**src/sv/tpp_ram.sv**
```systemverilog
// ----------------------------------------------------------------------------
// Tiled pixel plotter RAM
// Simple dual-port synchronous RAM: one write port, one read port with the
// read data registered.
// ----------------------------------------------------------------------------
module tpp_ram #(
	parameter int WIDTH = 8,
	parameter int DEPTH = 256
) (
	input  logic                     clk,
	input  logic                     we,
	input  logic [$clog2(DEPTH)-1:0] waddr,
	input  logic [WIDTH-1:0]         wdata,
	input  logic [$clog2(DEPTH)-1:0] raddr,
	output logic [WIDTH-1:0]         rdata
);

	logic [WIDTH-1:0] mem_q [DEPTH];

	always_ff @(posedge clk) begin
		if (we) begin
			mem_q[waddr] <= wdata;
		end
		rdata <= mem_q[raddr];
	end

endmodule
```
**config.mk**
```make
export PLATFORM = sky130hd
export DESIGN_NAME = tpp_ram
export DESIGN_NICKNAME = d
export VERILOG_FILES = /design/src/sv/tpp_ram.sv
export SDC_FILE = /design/constraint.sdc
export NUM_CORES = 2
export LEC_CHECK = 0
export BUFFER_PORTS_ARGS = -buffer_cell sky130_fd_sc_hd__buf_2
export CAP_MARGIN = 20
export CORE_ASPECT_RATIO = 0.75
export CORE_MARGIN = 10
export CORE_UTILIZATION = 55
export DETAILED_ROUTE_END_ITERATION = 10
export HOLD_SLACK_MARGIN = 0.08
export PLACE_DENSITY = 0.71
export SLEW_MARGIN = 20
export SYNTH_ARGS = -nofsm -noshare
export SYNTH_HDL_FRONTEND = slang
export SYNTH_SLANG_ARGS = --single-unit
export TNS_END_PERCENT = 20
```
**constraint.sdc**
```tcl
create_clock -name clk -period 3 [get_ports clk]
set_clock_uncertainty 0.05 [all_clocks]
set_input_delay 0.3 -clock clk [delete_from_list [all_inputs] [get_ports clk]]
set_output_delay 0.3 -clock clk [all_outputs]
set_load 0.05 [all_outputs]
```
Word-level counts from Yosys, hierarchy flattened
Memory sizes are Yosys's and may differ from the RTL's. A register that Yosys moved wholly into a read port is not among the register bits.
Index checks and enable logic that the tools add are counted.

cells by class
  muxes and demuxes = 2

operators with widths
  cell               number
  two-way mux 1 bit  2

word-level totals
  bits of input ports = 26
  output and inout bits = 8
  logic and storage cells = 3
  memories kept = 1
  memory bits (writable) = 2048
  register bits = 0

memory list
  name   depth  bits a word  read ports  clocked after Yosys merged registers in  write ports  RTL line  text
  mem_q  256    8            1           1                                        1            18        logic [WIDTH-1:0] mem_q [DEPTH];

Depth between registers and ports, before layout
  word-level depth = 2
  depth in mapped cells = 11
  mapped depth without buffers = 6

Worst setup path before layout
OpenSTA, ideal clock, no wires.

  kind = input port to flip-flop
  start = input port raddr[0]
  end = register rdata[2] (read register of mem_q)
  data arrival time = 2.107 ns
  setup time = 0.131 ns
  stages = 9
  buffers on the path = 4
  data required time = 2.819 ns
  path slack = 0.712 ns
  cell sequence = buf_6 -> buf_12 -> buf_8 -> buf_2 -> mux4_2 -> a22oi_1 -> a21oi_1 -> nor4_1 -> nor4_2

RTL lines
  what                RTL line  text
  start: declaration  14        input logic [$clog2(DEPTH)-1:0] raddr,
  end: declaration    15        output logic [WIDTH-1:0] rdata

==> flow_summary.yaml <==
place:
  placed_cells: 5976
  placed_area_sq_um: 85610
  gp_congestion: 0.8598
  place_hpwl_microns: 125700
  port_buffers: 33
finish:
  fin_util_pct: 64.13
  fin_area_sq_um: 91860
  regArea_sq_um: 61660
  fin_cells: 6332
  multi_input_area_sq_um: 16520
  syn_to_final_growth_pct: 15.46
  nFillCells: 9366
  drive_gt1_share_pct: 29.93
  nNetsFinal: 4308
global_routing:
  grt_pass1_vias: 41100
  grt_usage_pct: 24.85
  grt_max_degree: 112
  grt_pass1_wl_microns: 290500
  grt_antenna_before_repair: 12
  overflow: 0
timing:
  finalCriticalPeriod_ns: 2.747
  slew_viol_final: 0
  max_freq_mhz: 364.1
  rsz0062_at_grt: "no"
  setup-violations-final: 0
  hold_viol_final: 0
  worst_pin_slew_ns: 1.025
  period_share_pct: 91.56
  maxSlewHeadroom_pct: 31.06
  fin_tns_setup_ns: 0
synth:
  synth_common_cells: "2048 x edfxtp_1, 454 x mux4_2, 282 x nor2_1, 134 x mux2i_1, 133 x a22oi_1"
  synth_largest_area_cell: "edfxtp_1"
  synth_flop_cell: "edfxtp_1"
  synth_cell_type_count: 55
  yosysWarnings: 0
  synth.most_common_cell: "edfxtp_1"
  synth-edff-count: 2048
  syn_area_per_cell_sq_um: 21.31
  synth_nets: 3759
  synth_cells: 3733
  ys_seq_area_share_pct: 77.50
  synthTopCellsByArea: "edfxtp_1 77%, mux4_2 13%, mux2i_1 1.7%"
  netlist_area_sq_um: 79560
  synth_top_area_share_pct: 77.30
  ys_ff_latch: 2056
  ys_async_sr_fraction_pct: 0
floorplan:
  core_area_sq_um: 143200
  io_pins: 34
  die-area_sq_um: 160400
  die_x_microns: 459.2
  num_rows: 120
  floorplan.initialDensity_pct: 55.54
  dieHeight_microns: 349.4
drt:
  drt-initial-drc-count: 6201
  dr_wl_met3_microns: 25450
  wl_microns: 199400
  wl_met1_microns: 78500
  num_vias: 41430
  avgViaCountPerCell: 6.543
  wl_met2_microns: 89990
  postRouteAntennaNets: 0
  first_pass_iters: 6
  top_layer_used: "met5"
  wl_per_cell_microns: 31.48
  drcViolationCount: 0
critical_path:
  cp_max_fo: 1
  worstSetupPathType: "reg -> reg"
  crit_path_start: "mem_q[180][5]"
  cp.arrival_ns: 3.39
  critPathCaptureType: "register"
  required_ns: 3.64
  worstReg2RegStart: "mem_q[180][5]"
  start_kind: "register"
  r2r_cells: 7
power:
  vdd_ir_drop_max_mv: 0.6267
  p_leak_uw: 0.02954
  p_per_area_nw_per_um2: 641.9
outcome:
  status: "finished clean"
clock_network:
  cts.clk_slew.worst_paths_ns: 0.06
  cts_buffer_depth: 3
  htree_levels: 4
  clkSinkCount: 2056
  cts_root_buffer: "clkbuf_16"
  cts_tree: "done"
  clk-insertion-delay-late_ns: 0.85
  cts-buffers-inserted: 187
run:
  cap_violations: 0
hold_path:
  min-delay-start: "waddr[1]"
  min_path_cells: 4
  hold_class: "in -> reg"
==> sequential cells by signal, indices dropped and copies added (netlist names) <==
name	flops
mem_q	2048
rdata	8
==> through the flow <==
stage	total power, uW	setup slack, ns	hold slack, ns
2_1_floorplan	33910	0.7121	0.3489
3_3_place_gp	35420	-0.8040	0.6993
3_5_place_dp	35470	-0.6201	0.7073
4_1_cts	59250	0.02928	0.1084
5_1_grt	60540	0.2155	0.1924
6_report	58960	0.2532	0.1674
==> layout by cell type, fill, tap and decap left out, types with 13 or more instances in the layout <==
cell	Yosys	routed
a21oi_1	96	96
bufinv_16	0	22
nor2_1	282	279
clkinv_2	0	32
buf_2	31	23
buf_12	8	53
nand3_1	34	34
edfxtp_1	2048	2048
a211oi_1	16	16
nor3_1	22	22
mux2i_1	134	134
o22ai_1	28	28
o221ai_1	46	46
nand2_1	33	33
buf_4	27	499
clkbuf_16	0	190
a221oi_1	13	13
clkinv_1	1	37
nor4_1	24	18
mux4_2	454	454
clkbuf_1	111	46
nor2b_1	31	28
a22oi_1	133	133
==> metal layers <==
metal  global-route usage (%)  up-vias
li1                         -    16810
met1                    37.08    21610
met2                    36.69     2623
met3                    6.325      382
met4                    7.099        8
met5                        0        -
==> report_power, final <==
group | switching, uW | internal (uW)
sequential | 55.7 | 31700
clock | 10400 | 13600
combinational | 1990 | 1190
==> final cells by class <==
cell class | instances | area share (%)
antenna | 1 | 0.002724
clock buffer | 238 | 5.394
clock inverter | 109 | 1.299
inverter | 2 | 0.008173
multi-input combinational | 1442 | 17.99
sequential | 2056 | 67.13
tap | 1891 | 2.576
timing repair buffer | 593 | 5.606
==> final timing paths <==
kind                   endpoint  slack [ns]
setup reg to reg       rdata[5]        0.25
setup / recovery       rdata[5]        0.25
hold reg to reg        rdata[5]        1.07
hold / removal    mem_q[167][6]        0.17
==> repair_timing <==
item | in CTS | in global routing
setup buffers | 0 | 0
resized for setup | 0 | 0
hold buffers | 8 | 0
endpoints found under the setup margin | 0 | 0
endpoints found under the hold margin | 533 | 0
==> worst max-delay path: stages, from the launching register on <==
cell and delay (ns):
edfxtp_1 0.37, mux4_1 0.59, a22oi_1 0.21, buf_4 0.14, a31oi_1 0.14, nor4_2 0.80, buf_4 0.24, nor4_1 0.05
==> cells by family (layout without fill, tap and decap cells) <==
| kind of cell | Yosys count | in the layout | synth area share, % |
|---|---|---|---|
| and+or+nand+nor | 466 | 466 | 2.628 |
| buffers and inverters | 235 | 942 | 1.831 |
| other | 0 | 1 | 0 |
| DFF | 2056 | 2056 | 77.50 |
| muxes | 591 | 591 | 14.62 |
| AOI/OAI and AO/OA | 385 | 385 | 3.419 |
No activity file was read; power rests on OpenSTA's default activity.
